<file path="config.mk">
export PLATFORM = sky130hd
export DESIGN_NAME = ggdc_div_cell
export DESIGN_NICKNAME = d
export VERILOG_FILES = /design/src/hw/rtl/ggdc_pkg.sv /design/src/hw/rtl/ggdc_div_cell.sv
export SDC_FILE = /design/constraint.sdc
export NUM_CORES = 1
export LEC_CHECK = 0
export ABC_AREA = 0
export BUFFER_PORTS_ARGS = -buffer_cell sky130_fd_sc_hd__buf_2
export CORE_MARGIN = 2
export CORE_UTILIZATION = 41
export CTS_CLUSTER_DIAMETER = 120
export DETAILED_ROUTE_END_ITERATION = 6
export PLACE_DENSITY = 0.82
export SLEW_MARGIN = 15
export SYNTH_ARGS = -nofsm -noshare
export SYNTH_HDL_FRONTEND = slang
export SYNTH_SLANG_ARGS = --single-unit
</file>
<file path="constraint.sdc">
create_clock -name i_clk -period 2.2 [get_ports i_clk]
set_input_delay 0.11 -clock i_clk [delete_from_list [all_inputs] [get_ports i_clk]]
set_output_delay 0.11 -clock i_clk [all_outputs]
set_load 0.1 [all_outputs]
</file>
<file path="src/hw/rtl/ggdc_pkg.sv">
package ggdc_pkg;

    localparam int XY_W   = 24;
    localparam int Z_W    = 20;
    localparam int HD_W   = 15;
    localparam int DIST_W = 19;
    localparam int NUM_W  = 28;
    localparam int TT_W   = 16;
    localparam int Q_W    = 15;
    localparam int RATE_W = 18;

    localparam logic [1:0] CFG_GOAL_X   = 2'd0;
    localparam logic [1:0] CFG_GOAL_Y   = 2'd1;
    localparam logic [1:0] CFG_TOL      = 2'd2;
    localparam logic [1:0] CFG_TRAVEL_T = 2'd3;

    localparam logic signed [Z_W-1:0] HALF_PI_Q16 = 20'sd102944;
    localparam logic [15:0] GAIN_INV_Q16 = 16'd39797;
    localparam logic [Q_W-1:0] SPEED_MAX = 15'h7fff;

    // payload carried alongside the divider
    typedef struct packed {
        logic                     arrived;
        logic                     sat;
        logic signed [RATE_W-1:0] rate;
    } t_side;

    function automatic logic signed [Z_W-1:0] atan_q16(input logic [4:0] idx);
        logic signed [Z_W-1:0] v;
        unique case (idx)
            5'd0:  v = 20'sd51472;
            5'd1:  v = 20'sd30386;
            5'd2:  v = 20'sd16055;
            5'd3:  v = 20'sd8150;
            5'd4:  v = 20'sd4091;
            5'd5:  v = 20'sd2047;
            5'd6:  v = 20'sd1024;
            5'd7:  v = 20'sd512;
            5'd8:  v = 20'sd256;
            5'd9:  v = 20'sd128;
            5'd10: v = 20'sd64;
            5'd11: v = 20'sd32;
            5'd12: v = 20'sd16;
            5'd13: v = 20'sd8;
            5'd14: v = 20'sd4;
            5'd15: v = 20'sd2;
            5'd16: v = 20'sd1;
            5'd17: v = 20'sd1;
            default: v = 20'sd0;
        endcase
        return v;
    endfunction

endpackage

</file>
<file path="src/hw/rtl/ggdc_div_cell.sv">
module ggdc_div_cell #(
    parameter int BIT = 0
) (
    input  logic                          i_clk,
    input  logic                          i_rst_n,
    input  logic                          i_en,
    input  logic [ggdc_pkg::TT_W-1:0]     i_tt,
    input  logic                          i_v,
    input  logic [ggdc_pkg::TT_W-1:0]     i_rem,
    input  logic [ggdc_pkg::Q_W-1:0]      i_num,
    input  logic [ggdc_pkg::Q_W-1:0]      i_q,
    input  ggdc_pkg::t_side               i_side,
    output logic                          o_v,
    output logic [ggdc_pkg::TT_W-1:0]     o_rem,
    output logic [ggdc_pkg::Q_W-1:0]      o_num,
    output logic [ggdc_pkg::Q_W-1:0]      o_q,
    output ggdc_pkg::t_side               o_side
);
    logic                          r_v;
    logic [ggdc_pkg::TT_W-1:0]     r_rem, n_rem;
    logic [ggdc_pkg::Q_W-1:0]      r_num, r_q, n_q;
    ggdc_pkg::t_side               r_side;
    logic [ggdc_pkg::TT_W:0]       trial, diff;

    always_comb begin
        trial = {i_rem, i_num[BIT]};
        diff  = trial - {1'b0, i_tt};
        n_q   = i_q;
        if (trial >= {1'b0, i_tt}) begin
            n_rem  = diff[ggdc_pkg::TT_W-1:0];
            n_q[BIT] = 1'b1;
        end else begin
            n_rem  = trial[ggdc_pkg::TT_W-1:0];
        end
    end

    always_ff @(posedge i_clk) begin
        if (!i_rst_n) begin
            r_v <= 1'b0;
        end else if (i_en) begin
            r_v <= i_v;
        end
    end

    always_ff @(posedge i_clk) begin
        if (i_en) begin
            r_rem  <= n_rem;
            r_num  <= i_num;
            r_q    <= n_q;
            r_side <= i_side;
        end
    end

    assign o_v    = r_v;
    assign o_rem  = r_rem;
    assign o_num  = r_num;
    assign o_q    = r_q;
    assign o_side = r_side;
endmodule

</file>
==> load_flow_metrics.sql <==
INSERT INTO impl_metrics (metric_group, metric, value, unit) VALUES
('status', 'status', 'completed', ''),
('critical_path', 'worst-endpoint-required', '2.28', 'ns'),
('critical_path', 'cell_breakdown_of_the_critical_path', 'buf_2 -> ha_1 -> a21oi_1 -> o21ai_0 -> a21oi_1 -> o31ai_4 -> a31oi_4 -> buf_4 -> mux2_2', ''),
('synthesis', 'synth_flop_cell', 'sky130_fd_sc_hd__edfxtp_1', ''),
('synthesis', 'synth.most_common_cell', 'sky130_fd_sc_hd__edfxtp_1', ''),
('layout', 'multiInputGateArea', '1010', 'sq um'),
('drt', 'drt_wl_total', '9.70', 'mm'),
('synthesis', 'synth_edf_count', '66', ''),
('power_and_ir_drop', 'irDropWorstVdd', '0.000338', 'V'),
('grt', 'largest_net_degree_at_the_start_of_global_routing', '30', ''),
('critical_path', 'worst_r2r_endpoint', 'o_v', ''),
('synthesis', 'synth.lib_cells_used.distinct', '44', ''),
('placement', 'gp_routability_congestion', '0.836', ''),
('grt', 'globalRouteTotalUtil', '23.7', '%'),
('critical_path', 'critPathMostFrequentCell', 'sky130_fd_sc_hd__a21oi_1', ''),
('power_and_ir_drop', 'pwr_density_cell', '863', 'nW/um^2'),
('clock_network', 'ctsResizeCount', '0', ''),
('synthesis', 'synth_adder_area_share', '7.10', '%'),
('floorplan', 'top_level_i_o_count', '153', ''),
('clock_network', 'cts.reportedPaths.clkPinSlew', '0.07', 'ns'),
('floorplan', 'die_w', '91.0', 'um'),
('synthesis', 'synth_seq_area_share', '64.6', '%'),
('layout', 'insertedDiodeCount', '0', ''),
('floorplan', 'floorplan.core_area', '7290', 'sq um'),
('sta', 'rsz0062_at_grt', 'no', ''),
('sta', 'finalSetupViolCount', '0', ''),
('synthesis', 'post_synth_and_or_nand_nor_area_fraction', '5.13', '%'),
('layout', 'count_of_non_filler_cells_in_the_finished_layout', '554', ''),
('placement', 'detailed_place_hpwl', '6.49', 'mm'),
('clock_network', 'tritoncts', 'yes', ''),
('layout', 'final.fill_count', '515', ''),
('critical_path', 'r2r_setup_slack', '1.57', 'ns'),
('synthesis', 'synth_top_family_by_area', 'compound AO/OA/AOI/OAI gates', ''),
('clock_network', 'ctsLongestPathBuffers', '2', ''),
('synthesis', 'synth_largest_area_cell', 'sky130_fd_sc_hd__edfxtp_1', ''),
('critical_path', 'worst_ep_arrival_time', '2.00', 'ns'),
('synthesis', 'netlist_top_cells_count', '66 x sky130_fd_sc_hd__edfxtp_1, 19 x sky130_fd_sc_hd__inv_1, 17 x sky130_fd_sc_hd__a21oi_1, 16 x sky130_fd_sc_hd__ha_1, 11 x sky130_fd_sc_hd__nand2_1', ''),
('sta', 'hold_ws', '0.0359', 'ns'),
('grt', 'first_global_vias', '2744', ''),
('sta', 'clock.fmax', '0.522', 'GHz'),
('floorplan', 'placementRows', '31', ''),
('hold_path', 'timing.hold.worst_path_depth', '2', ''),
('critical_path', 'max_stage_delay_cell_worst_path', 'sky130_fd_sc_hd__mux2_2', ''),
('drt', 'drt_pre_antenna_iters', '4', ''),
('drt', 'detail_route.vias_per_cell', '4.83', ''),
('clock_network', 'cts-buffers-inserted', '9', ''),
('synthesis', 'synth-async-reset-ratio', '0', '%'),
('sta', 'report.final.hold_viol_count', '0', ''),
('drt', 'first_iter_violations', '124', ''),
('placement', 'numPlacedInstances', '489', ''),
('synthesis', 'synth_fp_nets', '314', ''),
('critical_path', 'crit_family', 'compound AO/OA/AOI/OAI gates', ''),
('critical_path', 'reg2regPathDepth', '2', ''),
('floorplan', 'die_h', '91.0', 'um'),
('synthesis', 'synth_compound_gate_area_share', '9.97', '%'),
('hold_path', 'hold_path.startpoint', 'i_rst_n', ''),
('sta', 'final_min_period_over_clock_period', '87.1', '%'),
('drt', 'detail-route-antenna-nets', '0', ''),
('sta', 'layout_min_cycle_time', '1.92', 'ns'),
('synthesis', 'post_synth_main_area_contributors', 'sky130_fd_sc_hd__edfxtp_1 64%, sky130_fd_sc_hd__ha_1 6.5%, sky130_fd_sc_hd__mux2_4 3.4%', ''),
('power_and_ir_drop', 'total_leakage_power', '0.00222', 'uW'),
('layout', 'drive_gt1_share', '47.3', '%'),
('clock_network', 'number_of_clock_sinks_seen_by_cts', '67', ''),
('hold_path', 'worstHoldEndpoint', 'o_v', ''),
('synthesis', 'xor_xnor_share_of_the_synthesized_area', '3.39', '%'),
('synthesis', 'synth.yosys.warnings', '0', ''),
('sta', 'fin_worst_skew', '0', 'ns'),
('critical_path', 'worst-setup-path-type', 'in -> reg', ''),
('layout', 'nets_finish', '553', ''),
('synthesis', 'yosysTopAreaCellShare', '63.9', '%'),
('run', 'max_cap_viol_count', '0', '');
## cell families after synthesis
| family | count (synthesis) |
|---|---|
| flops | 67 |
| mux | 17 |
| simple gates | 33 |
| xor+xnor | 12 |
| buf+inv | 22 |
| fa+ha+maj | 17 |
| compound gates | 43 |
## where the power goes
| part | internal, uW | switching [uW] | leakage (uW) |
|---|---|---|---|
| logic | 422 | 1210 | 0.00147 |
| clock network | 519 | 468 | 0.0000870 |
| registers | 1550 | 40.4 | 0.000654 |
## flip-flops by register name (all words and copies together) (netlist names)
register,flops
o_num,15
o_v,1
o_side,20
o_q,15
o_rem,16
## what timing repair did
item	in CTS	in global routing
endpoints found under the setup margin	0	0
setup buffers	0	0
hold endpoints to repair	49	0
hold buffers	49	0
## through the flow
stage	setup slack, ns	power [uW]	util, %	setup TNS, ns	instance area, sq um
after CTS	0.303	4190	66.9	0	4880
final	0.283	4210	66.9	0	4880
after global routing	0.189	4340	66.9	0	4880
after floorplan	0.0382	2800	-	0	3100
after global placement	-0.0106	3140	57.6	-0.0408	4200
after detailed placement	-0.0583	3160	57.6	-0.403	4200
## worst max path at each step
stage | startpoint | endpoint | slack [ns] | cells after the start
after floorplan | i_tt[12] | o_rem[10] | 0.04 | 9
after global placement | i_tt[2] | o_rem[2] | -0.01 | 10
after detailed placement | i_num[0] | o_rem[8] | -0.06 | 10
after CTS | i_num[0] | o_rem[8] | 0.30 | 10
after global routing | i_num[0] | o_rem[8] | 0.19 | 10
final | i_rem[5] | o_rem[3] | 0.28 | 9
## final cells by class
class	instances	area share (%)
timing repair buffer	231	30.5
inverter	19	1.46
clock inverter	5	1.10
multi-input combinational	122	20.6
tap	99	2.54
clock buffer	11	2.69
sequential	67	41.0
## layer usage
metal | part of all wire, % | GRT usage, %
met3 | 7.0 | 6.39
met4 | 2.1 | 9.85
met2 | 52 | 42.1
met5 | 0 | 0
met1 | 39 | 26.7
## placed cells by master, fill, tap and decap left out, types with 2 or more instances in the layout
| cell | instances |
|---|---|
| sky130_fd_sc_hd__buf_2 | 152 |
| sky130_fd_sc_hd__edfxtp_1 | 66 |
| sky130_fd_sc_hd__dlygate4sd3_1 | 49 |
| sky130_fd_sc_hd__buf_4 | 29 |
| sky130_fd_sc_hd__inv_1 | 19 |
| sky130_fd_sc_hd__a21oi_1 | 17 |
| sky130_fd_sc_hd__ha_1 | 16 |
| sky130_fd_sc_hd__nand2_1 | 11 |
| sky130_fd_sc_hd__nor2_1 | 9 |
| sky130_fd_sc_hd__clkbuf_8 | 9 |
| sky130_fd_sc_hd__xor2_1 | 7 |
| sky130_fd_sc_hd__mux2_4 | 7 |
| sky130_fd_sc_hd__mux2_2 | 7 |
| sky130_fd_sc_hd__xnor2_1 | 5 |
| sky130_fd_sc_hd__o21ai_0 | 4 |
| sky130_fd_sc_hd__nand4_1 | 3 |
| sky130_fd_sc_hd__mux2i_1 | 3 |
| sky130_fd_sc_hd__nor2b_1 | 2 |
| sky130_fd_sc_hd__o21bai_1 | 2 |
| sky130_fd_sc_hd__o21ai_1 | 2 |
| sky130_fd_sc_hd__a221o_1 | 2 |
| sky130_fd_sc_hd__and2_1 | 2 |
| sky130_fd_sc_hd__a211oi_1 | 2 |
| sky130_fd_sc_hd__clkinvlp_4 | 2 |
| sky130_fd_sc_hd__clkbuf_1 | 2 |
Power figures use the tool's default switching activity.
