--- src/hw/rtl/ggdc_pkg.sv ---
package ggdc_pkg;

    localparam int XY_W   = 24;
    localparam int Z_W    = 20;
    localparam int HD_W   = 15;
    localparam int DIST_W = 19;
    localparam int NUM_W  = 28;
    localparam int TT_W   = 16;
    localparam int Q_W    = 15;
    localparam int RATE_W = 18;

    localparam logic [1:0] CFG_GOAL_X   = 2'd0;
    localparam logic [1:0] CFG_GOAL_Y   = 2'd1;
    localparam logic [1:0] CFG_TOL      = 2'd2;
    localparam logic [1:0] CFG_TRAVEL_T = 2'd3;

    localparam logic signed [Z_W-1:0] HALF_PI_Q16 = 20'sd102944;
    localparam logic [15:0] GAIN_INV_Q16 = 16'd39797;
    localparam logic [Q_W-1:0] SPEED_MAX = 15'h7fff;

    // payload carried alongside the divider
    typedef struct packed {
        logic                     arrived;
        logic                     sat;
        logic signed [RATE_W-1:0] rate;
    } t_side;

    function automatic logic signed [Z_W-1:0] atan_q16(input logic [4:0] idx);
        logic signed [Z_W-1:0] v;
        unique case (idx)
            5'd0:  v = 20'sd51472;
            5'd1:  v = 20'sd30386;
            5'd2:  v = 20'sd16055;
            5'd3:  v = 20'sd8150;
            5'd4:  v = 20'sd4091;
            5'd5:  v = 20'sd2047;
            5'd6:  v = 20'sd1024;
            5'd7:  v = 20'sd512;
            5'd8:  v = 20'sd256;
            5'd9:  v = 20'sd128;
            5'd10: v = 20'sd64;
            5'd11: v = 20'sd32;
            5'd12: v = 20'sd16;
            5'd13: v = 20'sd8;
            5'd14: v = 20'sd4;
            5'd15: v = 20'sd2;
            5'd16: v = 20'sd1;
            5'd17: v = 20'sd1;
            default: v = 20'sd0;
        endcase
        return v;
    endfunction

endpackage

--- src/hw/rtl/ggdc_cordic_cell.sv ---
module ggdc_cordic_cell #(
    parameter int STAGE = 0
) (
    input  logic                               i_clk,
    input  logic                               i_rst_n,
    input  logic                               i_en,
    input  logic                               i_v,
    input  logic signed [ggdc_pkg::XY_W-1:0]   i_x,
    input  logic signed [ggdc_pkg::XY_W-1:0]   i_y,
    input  logic signed [ggdc_pkg::Z_W-1:0]    i_z,
    input  logic signed [ggdc_pkg::HD_W-1:0]   i_hd,
    output logic                               o_v,
    output logic signed [ggdc_pkg::XY_W-1:0]   o_x,
    output logic signed [ggdc_pkg::XY_W-1:0]   o_y,
    output logic signed [ggdc_pkg::Z_W-1:0]    o_z,
    output logic signed [ggdc_pkg::HD_W-1:0]   o_hd
);
    logic                             r_v;
    logic signed [ggdc_pkg::XY_W-1:0] r_x, r_y, n_x, n_y, xs, ys;
    logic signed [ggdc_pkg::Z_W-1:0]  r_z, n_z, at;
    logic signed [ggdc_pkg::HD_W-1:0] r_hd;

    always_comb begin
        xs = i_x >>> STAGE;
        ys = i_y >>> STAGE;
        at = ggdc_pkg::atan_q16(5'(STAGE));
        if (i_y >= 0) begin
            n_x = i_x + ys;
            n_y = i_y - xs;
            n_z = i_z + at;
        end else begin
            n_x = i_x - ys;
            n_y = i_y + xs;
            n_z = i_z - at;
        end
    end

    always_ff @(posedge i_clk) begin
        if (!i_rst_n) begin
            r_v <= 1'b0;
        end else if (i_en) begin
            r_v <= i_v;
        end
    end

    always_ff @(posedge i_clk) begin
        if (i_en) begin
            r_x  <= n_x;
            r_y  <= n_y;
            r_z  <= n_z;
            r_hd <= i_hd;
        end
    end

    assign o_v  = r_v;
    assign o_x  = r_x;
    assign o_y  = r_y;
    assign o_z  = r_z;
    assign o_hd = r_hd;
endmodule

--- config.mk ---
export PLATFORM = sky130hd
export DESIGN_NAME = ggdc_cordic_cell
export DESIGN_NICKNAME = d
export VERILOG_FILES = /design/src/hw/rtl/ggdc_pkg.sv /design/src/hw/rtl/ggdc_cordic_cell.sv
export SDC_FILE = /design/constraint.sdc
export NUM_CORES = 1
export LEC_CHECK = 0
export BUFFER_PORTS_ARGS = -buffer_cell sky130_fd_sc_hd__buf_2
export CAP_MARGIN = 0
export CORE_MARGIN = 5
export CORE_UTILIZATION = 45
export DETAILED_ROUTE_END_ITERATION = 16
export GPL_TIMING_DRIVEN = 0
export PLACE_DENSITY = 0.79
export SLEW_MARGIN = 20
export SYNTH_ARGS = -nofsm -noshare
export SYNTH_HDL_FRONTEND = slang
export SYNTH_SLANG_ARGS = --single-unit
--- constraint.sdc ---
create_clock -name i_clk -period 5.2 [get_ports i_clk]
set_clock_uncertainty 0.1 [all_clocks]
set_input_delay 0.78 -clock i_clk [delete_from_list [all_inputs] [get_ports i_clk]]
set_output_delay 0.78 -clock i_clk [all_outputs]
set_load 0.05 [all_outputs]
==> flow_metrics.env, run 1 <==
export IMPL_vias=6848
export IMPL_clkSlewWorstSetupHoldPaths_ps=60
export IMPL_cts_hold_fix_buffers=0
export IMPL_max_vdd_ir_drop_mv=0.156
export IMPL_critPathKind="input pin to flip-flop"
export IMPL_clock_sinks=83
export IMPL_placed_area_um2=8350
export IMPL_synthFlopType="edfxtp_1"
export IMPL_fmax_ghz=0.216
export IMPL_synth_largest_type_area_fraction_pct=34.1
export IMPL_power_density_cell_area_nw_per_um2=300
export IMPL_clockBufferDepth=2
export IMPL_finish_instance_area_um2=8650
export IMPL_slew_viol_final=0
export IMPL_drt_pre_antenna_iters=6
export IMPL_top_level_ports=171
export IMPL_die_area_um2=18700
export IMPL_final_setup_worst_slack_ps=576
export IMPL_initialDrtViolationCount=729
export IMPL_via_count_of_the_first_global_routing_pass=6452
export IMPL_synthesis_area_per_instance_um2=9.03
export IMPL_worst_r2r_setup_slack_ps=4480
export IMPL_critPathLaunch="i_y[23]"
export IMPL_post_drt_wl_per_cell_um=18.1
export IMPL_core_region_area_um2=15800
export IMPL_layout_worst_path_cycle_share_pct=88.9
export IMPL_final_period_minus_worst_setup_slack_ps=4620
export IMPL_req_time_crit_path_ps=5180
export IMPL_die_width_um=137
export IMPL_max_slew_worst_pin_slew_ps=844
export IMPL_postRouteAntennaNets=0
export IMPL_setup_worst_path_end_class="flip-flop"
export IMPL_antenna_cells=0
export IMPL_cp_start_kind="input pin"
export IMPL_ys_types=70
export IMPL_route_detailed_drc=0
export IMPL_clock_insertion_delay_worst_skew_ps=330
export IMPL_ff_latch_area_um2=2480
export IMPL_tns_ps=0
export IMPL_final_instance_count_excl_fill=1200
export IMPL_place_gp_congestion=1.02
export IMPL_crit_path_end="o_z[18]"
export IMPL_detail_route_vias_per_cell=5.71
export IMPL_cts_max_level=3
export IMPL_rsz0062_at_grt="no"
export IMPL_ff2ff_path_depth=2
export IMPL_worst_hold_path_type="flip-flop to flip-flop"
export IMPL_netlist_area_um2=7220
export IMPL_critical_path_reg2reg_endpoint="o_v"
export IMPL_synth_seq_area_share_pct=34.4
export IMPL_hpwl_um=17400
export IMPL_fp_row_count=46
export IMPL_max_cap_viol_count=0
export IMPL_setup_violations=0
export IMPL_groute_usage_overall_pct=22.9
export IMPL_cts_root_buf="clkbuf_16"
export IMPL_r2r_start="o_v"
export IMPL_post_synth_edffs=82
export IMPL_hold_ws_ps=444
export IMPL_synth_area_leader_cell="edfxtp_1"
export IMPL_timing_hold_violations_final=0
export IMPL_fin_nets=1142
export IMPL_status="complete, no violations"
export IMPL_worst_path_max_fanout=12
export IMPL_multiInputGateArea_um2=4310
export IMPL_antenna_found_initial=0
export IMPL_detailedPlace_worstSlack_ps=300
export IMPL_die_h_um=137
export IMPL_totalWireLength_um=21700
export IMPL_grt_max_degree=44
export IMPL_cts_tree="yes"
export IMPL_post_route_cells_drive_above_1_share_pct=20.5
export IMPL_post_synth_main_area_contributors="edfxtp_1 34%, ha_1 13%, xnor2_1 5.5%"
export IMPL_globalRoute_totalOverflow=0
export IMPL_ff_latch_count_synth=83
export IMPL_cts_setup_buffers=0
export IMPL_tritoncts_num_buffers=9
export IMPL_mappedNetlistNets=963
export IMPL_grt_pass1_wl_um=33500
export IMPL_leakage_nw=3.72
export IMPL_area_growth_synth_to_final_pct=19.8
export IMPL_asyncSetResetFlopFracSynth_pct=0
export IMPL_crit_arrival_ps=4600
export IMPL_dp_cells=1184
export IMPL_synthCells=800
export IMPL_cts_repair_resize_count=0
export IMPL_floorplan_initialDensity_pct=45.6
export IMPL_fillCellCount=1457
export IMPL_total_number_of_yosys_warnings=0
export IMPL_slew_limit_headroom_pct=43.7
export IMPL_io_buffer_count=167
==> worst max-delay path, cell delays in order <==
cell and delay [ps]:
buf_2 140, inv_1 70, clkbuf_1 490, clkbuf_1 700, clkbuf_1 690, ha_1 210, clkbuf_1 260, a211o_1 170
a21oi_1 70, nor2_1 110, nor3_1 60, a211oi_1 430, mux2i_1 300, xnor2_1 110
==> where the power goes <==
group	internal (W)	switching (W)	leakage, nW	total, W
combinational	0.000305	0.000767	2.76	0.00107
clock	0.000375	0.000265	0.142	0.000641
sequential	0.000858	0.0000225	0.811	0.000881
total	0.00154	0.00105	3.72	0.00259
==> metal layers <==
metal / global-route usage [%] / routed length (um) / vias to the layer above
met1: 31.7 / 9190 / 3177
met3: 4.63 / 2290 / 28
li1: - / - / 3258
met4: 5.77 / 366 / 0
met5: 0 / 0 / -
met2: 36.7 / 9900 / 385
==> Yosys cell counts (4+ instances only) <==
master    count
o211ai_1     11
inv_1        70
edfxtp_1     82
o21bai_1      9
mux2i_1      13
o21a_1       10
ha_1         73
a21o_1        9
o21ai_0      49
and2_1        7
nand2_1      48
nor2b_1      17
or2_2         6
a21oi_1      77
xnor2_1      45
o311ai_1      4
nand3_1       9
nand2b_1     13
xor2_1       14
or3_1         8
a31oi_1      12
a211oi_1     12
nor3_1       17
clkbuf_1     27
o221ai_1      7
o31ai_1       4
nand4_1       5
nor4_1        8
nor2_1       56
nor3b_1       5
buf_1        10
==> stage by stage <==
step / util, % / total power, W
global route: 54.7 / 0.00272
global placement: 52.6 / 0.00194
detailed placement: 52.8 / 0.00195
finish: 54.7 / 0.00259
floorplan: - / 0.00166
CTS: 54.7 / 0.00259
==> sequential cells by signal, indices dropped and copies added, names as in the netlist <==
name,count
o_hd,15
o_v,1
o_x,24
o_y,23
o_z,20
==> layout by cell type (no fill, tap or decap), drive strengths merged, types with 9 or more instances in the layout <==
cell type	Yosys	routed
a211oi	12	12
xor2	14	14
a21o	9	9
ha	73	73
clkbuf	27	36
buf	13	181
nor3	17	17
mux2i	13	13
o21bai	9	9
nor2	56	56
nor2b	17	17
edfxtp	82	82
nand3	9	9
inv	71	73
o211ai	12	12
xnor2	45	45
o21ai	52	52
nand2	48	48
o21a	10	10
a31oi	12	12
nand2b	13	13
a21oi	77	77
==> kinds of logic (layout without fill, tap and decap cells) <==
| family | Yosys count | count (layout) | synth area share [%] |
|---|---|---|---|
| AO/OA/AOI/OAI | 248 | 248 | 22.8 |
| AND/OR/NAND/NOR | 210 | 210 | 14.4 |
| buffers and inverters | 111 | 295 | 5.98 |
| flip-flops | 83 | 83 | 34.4 |
| adder cells (fa/ha/maj) | 76 | 76 | 13.5 |
| XOR/XNOR | 59 | 59 | 7.15 |
| multiplexers | 13 | 13 | 1.80 |
==> how the worst min path moves through the flow <==
stage	startpoint	end	slack, ps	depth (start not counted)
CTS	o_v	o_v	460	2
floorplan	o_v	o_v	640	2
finish	o_v	o_v	440	2
global placement	o_v	o_v	410	2
detailed placement	o_v	o_v	440	2
global route	i_hd[8]	o_hd[8]	500	1
==> area by class of cell <==
type | count | area share, %
tap | 216 | 3.12
clock buffer | 9 | 2.60
sequential | 83 | 28.7
timing repair buffer | 168 | 9.92
inverter | 71 | 3.08
clock inverter | 7 | 0.882
buffer | 40 | 1.91
multi-input combinational | 606 | 49.8
No activity file was read; power rests on OpenSTA's default activity.
==> run 2, diff against run 1 <==
--- a/config.mk
+++ b/config.mk
@@ -10,7 +10,6 @@
 export CORE_MARGIN = 5
 export CORE_UTILIZATION = 45
 export DETAILED_ROUTE_END_ITERATION = 16
-export GPL_TIMING_DRIVEN = 0
 export PLACE_DENSITY = 0.79
 export SLEW_MARGIN = 20
 export SYNTH_ARGS = -nofsm -noshare
==> run 2 against run 1 <==
Critical path depth decreased by 4. Sequential share of layout area grew 0.56 points. First-iteration DRC count fell by 21%. Via count is 5.0% lower. Flip-flop and latch count unchanged. Worst setup slack better by 1300 ps. Cell count fell by 3.0%. Routed wire length decreased by 8.9%. Utilization shrank 1.1 points. Combinational power is essentially flat. Register-to-register slack is essentially flat. Die area is the same. Largest cell class unchanged.
==> flow_metrics.env, run 2 (synthesized netlist as in run 1, its figures left out) <==
export IMPL_worst_path_max_fanout=14
export IMPL_fp_row_count=46
export IMPL_fmax_ghz=0.297
export IMPL_tritoncts_num_buffers=9
export IMPL_power_density_cell_area_nw_per_um2=300
export IMPL_slew_limit_headroom_pct=30.1
export IMPL_detail_route_vias_per_cell=5.59
export IMPL_worst_hold_path_num_cells=2
export IMPL_clock_sinks=83
export IMPL_postRouteAntennaNets=0
export IMPL_via_count_of_the_first_global_routing_pass=6064
export IMPL_cts_tree="yes"
export IMPL_place_gp_congestion=0.919
export IMPL_grt_pass1_wl_um=30700
export IMPL_worst_hold_path_type="flip-flop to flip-flop"
export IMPL_crit_arrival_ps=3350
export IMPL_ff2ff_path_depth=2
export IMPL_post_drt_wl_per_cell_um=17.0
export IMPL_layout_worst_path_cycle_share_pct=64.7
export IMPL_max_slew_worst_pin_slew_ps=1050
export IMPL_cts_hold_fix_buffers=0
export IMPL_number_of_flip_flops_under_the_largest_register_name=24
export IMPL_max_vdd_ir_drop_mv=0.172
export IMPL_final_period_minus_worst_setup_slack_ps=3360
export IMPL_die_h_um=137
export IMPL_clock_insertion_delay_worst_skew_ps=330
export IMPL_mostFrequentLayoutCell="buf_2"
export IMPL_slew_viol_final=0
export IMPL_totalWireLength_um=19800
export IMPL_die_area_um2=18700
export IMPL_timing_hold_violations_final=0
export IMPL_route_detailed_drc=0
export IMPL_vias=6503
export IMPL_initialDrtViolationCount=578
export IMPL_cts_max_level=3
export IMPL_tns_ps=0
export IMPL_die_width_um=137
export IMPL_globalRoute_totalOverflow=0
export IMPL_groute_usage_overall_pct=20.7
export IMPL_cts_setup_buffers=0
export IMPL_top_level_ports=171
export IMPL_status="complete, no violations"
export IMPL_area_growth_synth_to_final_pct=17.5
export IMPL_max_cap_viol_count=0
export IMPL_layout_common_cells="169 x buf_2, 82 x edfxtp_1, 77 x a21oi_1"
export IMPL_layout_core_utilization_pct=53.6
export IMPL_io_buffer_count=170
export IMPL_cts_repair_resize_count=0
export IMPL_leakage_nw=3.67
export IMPL_post_route_cells_drive_above_1_share_pct=21.4
export IMPL_rsz0062_at_grt="no"
export IMPL_antenna_cells=0
export IMPL_clockBufferDepth=2
export IMPL_cts_root_buf="clkbuf_16"
export IMPL_cp_start_kind="input pin"
export IMPL_setup_violations=0
export IMPL_critPathKind="input pin to flip-flop"
export IMPL_antenna_found_initial=0
export IMPL_clkSlewWorstSetupHoldPaths_ps=70
export IMPL_setup_worst_path_end_class="flip-flop"
export IMPL_hpwl_um=15600
export IMPL_floorplan_initialDensity_pct=45.6
export IMPL_req_time_crit_path_ps=5180
export IMPL_fin_nets=1106
export IMPL_core_region_area_um2=15800
export IMPL_grt_max_degree=84
export IMPL_drt_pre_antenna_iters=5
==> run 2: final timing paths <==
path,startpoint,to,slack [ps]
min reg2reg,o_v,o_v,450
max,i_x[7],o_x[22],1840
max reg2reg,o_v,o_v,4480
min,o_v,o_v,450
==> run 2: report_power, final <==
| part | leakage (nW) | total (W) | switching, W | internal (W) |
|---|---|---|---|---|
| Sequential | 0.811 | 0.000880 | 0.0000212 | 0.000858 |
| Clock | 0.141 | 0.000614 | 0.000278 | 0.000336 |
| Combinational | 2.72 | 0.00105 | 0.000750 | 0.000300 |
==> run 2: metrics by stage <==
| step | hold slack [ps] | total power, W | setup WS (ps) | cell area [um^2] | cells |
|---|---|---|---|---|---|
| after global routing | 471 | 0.00268 | 1580 | 8490 | 1164 |
| after global placement | 413 | 0.00193 | 1590 | 8200 | 1148 |
| after CTS | 468 | 0.00255 | 1890 | 8490 | 1164 |
| final | 450 | 0.00254 | 1840 | 8490 | 1164 |
| after floorplan | 643 | 0.00166 | 1680 | 7220 | 800 |
| after detailed placement | 447 | 0.00194 | 1510 | 8200 | 1148 |
==> run 2: area by class of cell <==
| class | count | area [um^2] |
|---|---|---|
| Fill cell | 1465 | 7340 |
| Timing Repair Buffer | 172 | 868 |
| Tap cell | 216 | 270 |
| Sequential cell | 83 | 2480 |
| Inverter | 71 | 267 |
| Clock buffer | 9 | 225 |
| Multi-Input combinational cell | 606 | 4310 |
| Clock inverter | 7 | 65.1 |
==> run 2: layer usage <==
metal	vias to the layer above	wire length [um]	GRT usage, %	share of wire, %
met4	0	415	6.61	2.1
li1	3191	-	-	-
met2	296	8850	32.5	45
met3	32	1670	3.49	8.4
met5	-	0	0	0
met1	2984	8870	29.1	45
==> run 2: critical path: stages <==
cell	delay (ps)
buf_2	100
inv_1	50
ha_1	580
nor2b_1	110
a2111oi_0	430
a2111o_1	300
o211ai_1	200
a2111oi_4	420
o221ai_1	210
xnor2_1	150
==> run 3, diff against run 2 <==
==> constraint.sdc (replaced) <==
create_clock -name i_clk -period 3.5 [get_ports i_clk]
set_clock_uncertainty 0.1 [all_clocks]
set_input_delay 0.525 -clock i_clk [delete_from_list [all_inputs] [get_ports i_clk]]
set_output_delay 0.525 -clock i_clk [all_outputs]
set_load 0.05 [all_outputs]
==> run 3 against run 2 <==
Worst setup slack worse by 1300 ps. Via count up 1.1%. Highest routed layer unchanged. Hold slack lost 180 ps. Combinational power up 51%. Utilization grew 1.1 points. Flip-flop and latch count unchanged. Sequential power grew 49%. Largest cell class unchanged. Design area up 2.0%.
==> flow_metrics.env, run 3 (synthesized netlist as in run 1, its figures left out) <==
export IMPL_worst_hold_path_type="input pin to flip-flop"
export IMPL_fillCellCount=1470
export IMPL_groute_usage_overall_pct=21.4
export IMPL_route_detailed_drc=0
export IMPL_cts_tree="yes"
export IMPL_post_drt_wl_per_cell_um=17.2
export IMPL_ff2ff_path_depth=2
export IMPL_layout_common_cells="169 x buf_2, 82 x edfxtp_1, 77 x a21oi_1"
export IMPL_place_gp_congestion=0.956
export IMPL_top_level_ports=171
export IMPL_status="complete, no violations"
export IMPL_power_density_cell_area_nw_per_um2=455
export IMPL_ff_latch_area_um2=2480
export IMPL_setup_violations=0
export IMPL_number_of_flip_flops_under_the_largest_register_name=24
export IMPL_hold_ws_ps=268
export IMPL_grt_pass1_wl_um=31800
export IMPL_die_width_um=137
export IMPL_setup_worst_path_end_class="flip-flop"
export IMPL_worst_path_max_fanout=5
export IMPL_mostFrequentLayoutCell="buf_2"
export IMPL_via_count_of_the_first_global_routing_pass=6164
export IMPL_req_time_crit_path_ps=3480
export IMPL_cts_root_buf="clkbuf_16"
export IMPL_final_period_minus_worst_setup_slack_ps=2990
export IMPL_final_setup_worst_slack_ps=511
export IMPL_worst_hold_path_num_cells=1
export IMPL_cp_start_kind="input pin"
export IMPL_max_cap_viol_count=0
export IMPL_multiInputGateArea_um2=4310
export IMPL_slew_viol_final=0
export IMPL_core_region_area_um2=15800
export IMPL_postRouteAntennaNets=0
export IMPL_cts_repair_resize_count=0
export IMPL_hold_end="o_hd[0]"
export IMPL_tns_ps=0
export IMPL_io_buffer_count=170
export IMPL_slew_limit_headroom_pct=30.4
export IMPL_max_vdd_ir_drop_mv=0.244
export IMPL_clock_insertion_delay_worst_skew_ps=330
export IMPL_clock_sinks=83
export IMPL_die_area_um2=18700
export IMPL_fmax_ghz=0.335
export IMPL_clkSlewWorstSetupHoldPaths_ps=70
export IMPL_holdCritStartpoint="i_hd[0]"
export IMPL_rsz0062_at_grt="no"
export IMPL_vias=6577
export IMPL_cts_max_level=3
export IMPL_max_slew_worst_pin_slew_ps=1040
export IMPL_cts_hold_fix_buffers=0
export IMPL_cts_setup_buffers=0
export IMPL_totalWireLength_um=20400
export IMPL_crit_arrival_ps=2960
export IMPL_grt_max_degree=84
export IMPL_area_growth_synth_to_final_pct=19.9
export IMPL_critical_path_reg2reg_endpoint="o_v"
export IMPL_initialDrtViolationCount=611
export IMPL_layout_worst_path_cycle_share_pct=85.4
export IMPL_critPathKind="input pin to flip-flop"
export IMPL_post_route_cells_drive_above_1_share_pct=22.8
export IMPL_leakage_nw=3.77
export IMPL_die_h_um=137
export IMPL_detail_route_vias_per_cell=5.57
export IMPL_floorplan_initialDensity_pct=45.6
export IMPL_r2r_start="o_v"
export IMPL_antenna_cells=0
export IMPL_globalRoute_totalOverflow=0
export IMPL_worst_r2r_setup_slack_ps=2800
export IMPL_fin_nets=1123
export IMPL_critPathLaunch="i_x[0]"
export IMPL_timing_hold_violations_final=0
export IMPL_tritoncts_num_buffers=9
export IMPL_clockBufferDepth=2
export IMPL_drt_pre_antenna_iters=5
export IMPL_antenna_found_initial=0
export IMPL_hpwl_um=16300
export IMPL_detailedPlace_worstSlack_ps=193
export IMPL_fp_row_count=46
==> run 3: changes by cell type in the layout (fill, tap and decap cells not counted) <==
cell and delta:
bufinv_16 +2, inv_6 -2, buf_4 +17, clkinvlp_4 -1
clkinv_4 +1
==> run 3: final cells by class <==
cell class	instances	share of cell area, %
clock inverter	7	1.26
inverter	71	3.08
sequential	83	28.7
multi-input combinational	606	49.8
clock buffer	9	2.60
tap	216	3.12
timing repair buffer	189	11.5
==> run 3: worst max-delay path, stage by stage <==
cell	delay (ps)
buf_2	110
ha_1	210
fa_1	410
nor2b_1	170
o211ai_1	250
a2111o_1	280
o211ai_1	200
a2111oi_4	430
o221ai_1	220
xnor2_1	160
==> run 3: worst max path at each step <==
| stage | end | slack (ps) | cells after the start |
|---|---|---|---|
| floorplan | o_z[18] | 230 | 12 |
| global placement | o_x[22] | 250 | 10 |
| detailed placement | o_x[22] | 190 | 10 |
| CTS | o_x[22] | 530 | 10 |
| global route | o_x[22] | 380 | 10 |
| finish | o_x[22] | 510 | 10 |
==> run 3: routing by layer <==
layer | part of all wire, % | track usage (%)
met2 | 44 | 32.9
met1 | 46 | 31.8
met5 | 0 | 0
met4 | 1.9 | 5.82
met3 | 8.2 | 2.61
==> run 3: through the flow <==
stage               area (um^2)  std cells  utilization, %  total power (W)
global route               8660       1181            54.7          0.00414
CTS                        8660       1181            54.7          0.00396
detailed placement         8320       1165            52.6          0.00291
global placement           8320       1165            52.6          0.00289
floorplan                  7220        800               -          0.00247
finish                     8660       1181            54.7          0.00394
==> run 3: where the power goes <==
part	internal, W	leakage, nW	switching [W]	total, W
sequential	0.00128	0.811	0.0000349	0.00131
combinational	0.000468	2.80	0.00112	0.00159
clock	0.000640	0.164	0.000400	0.00104
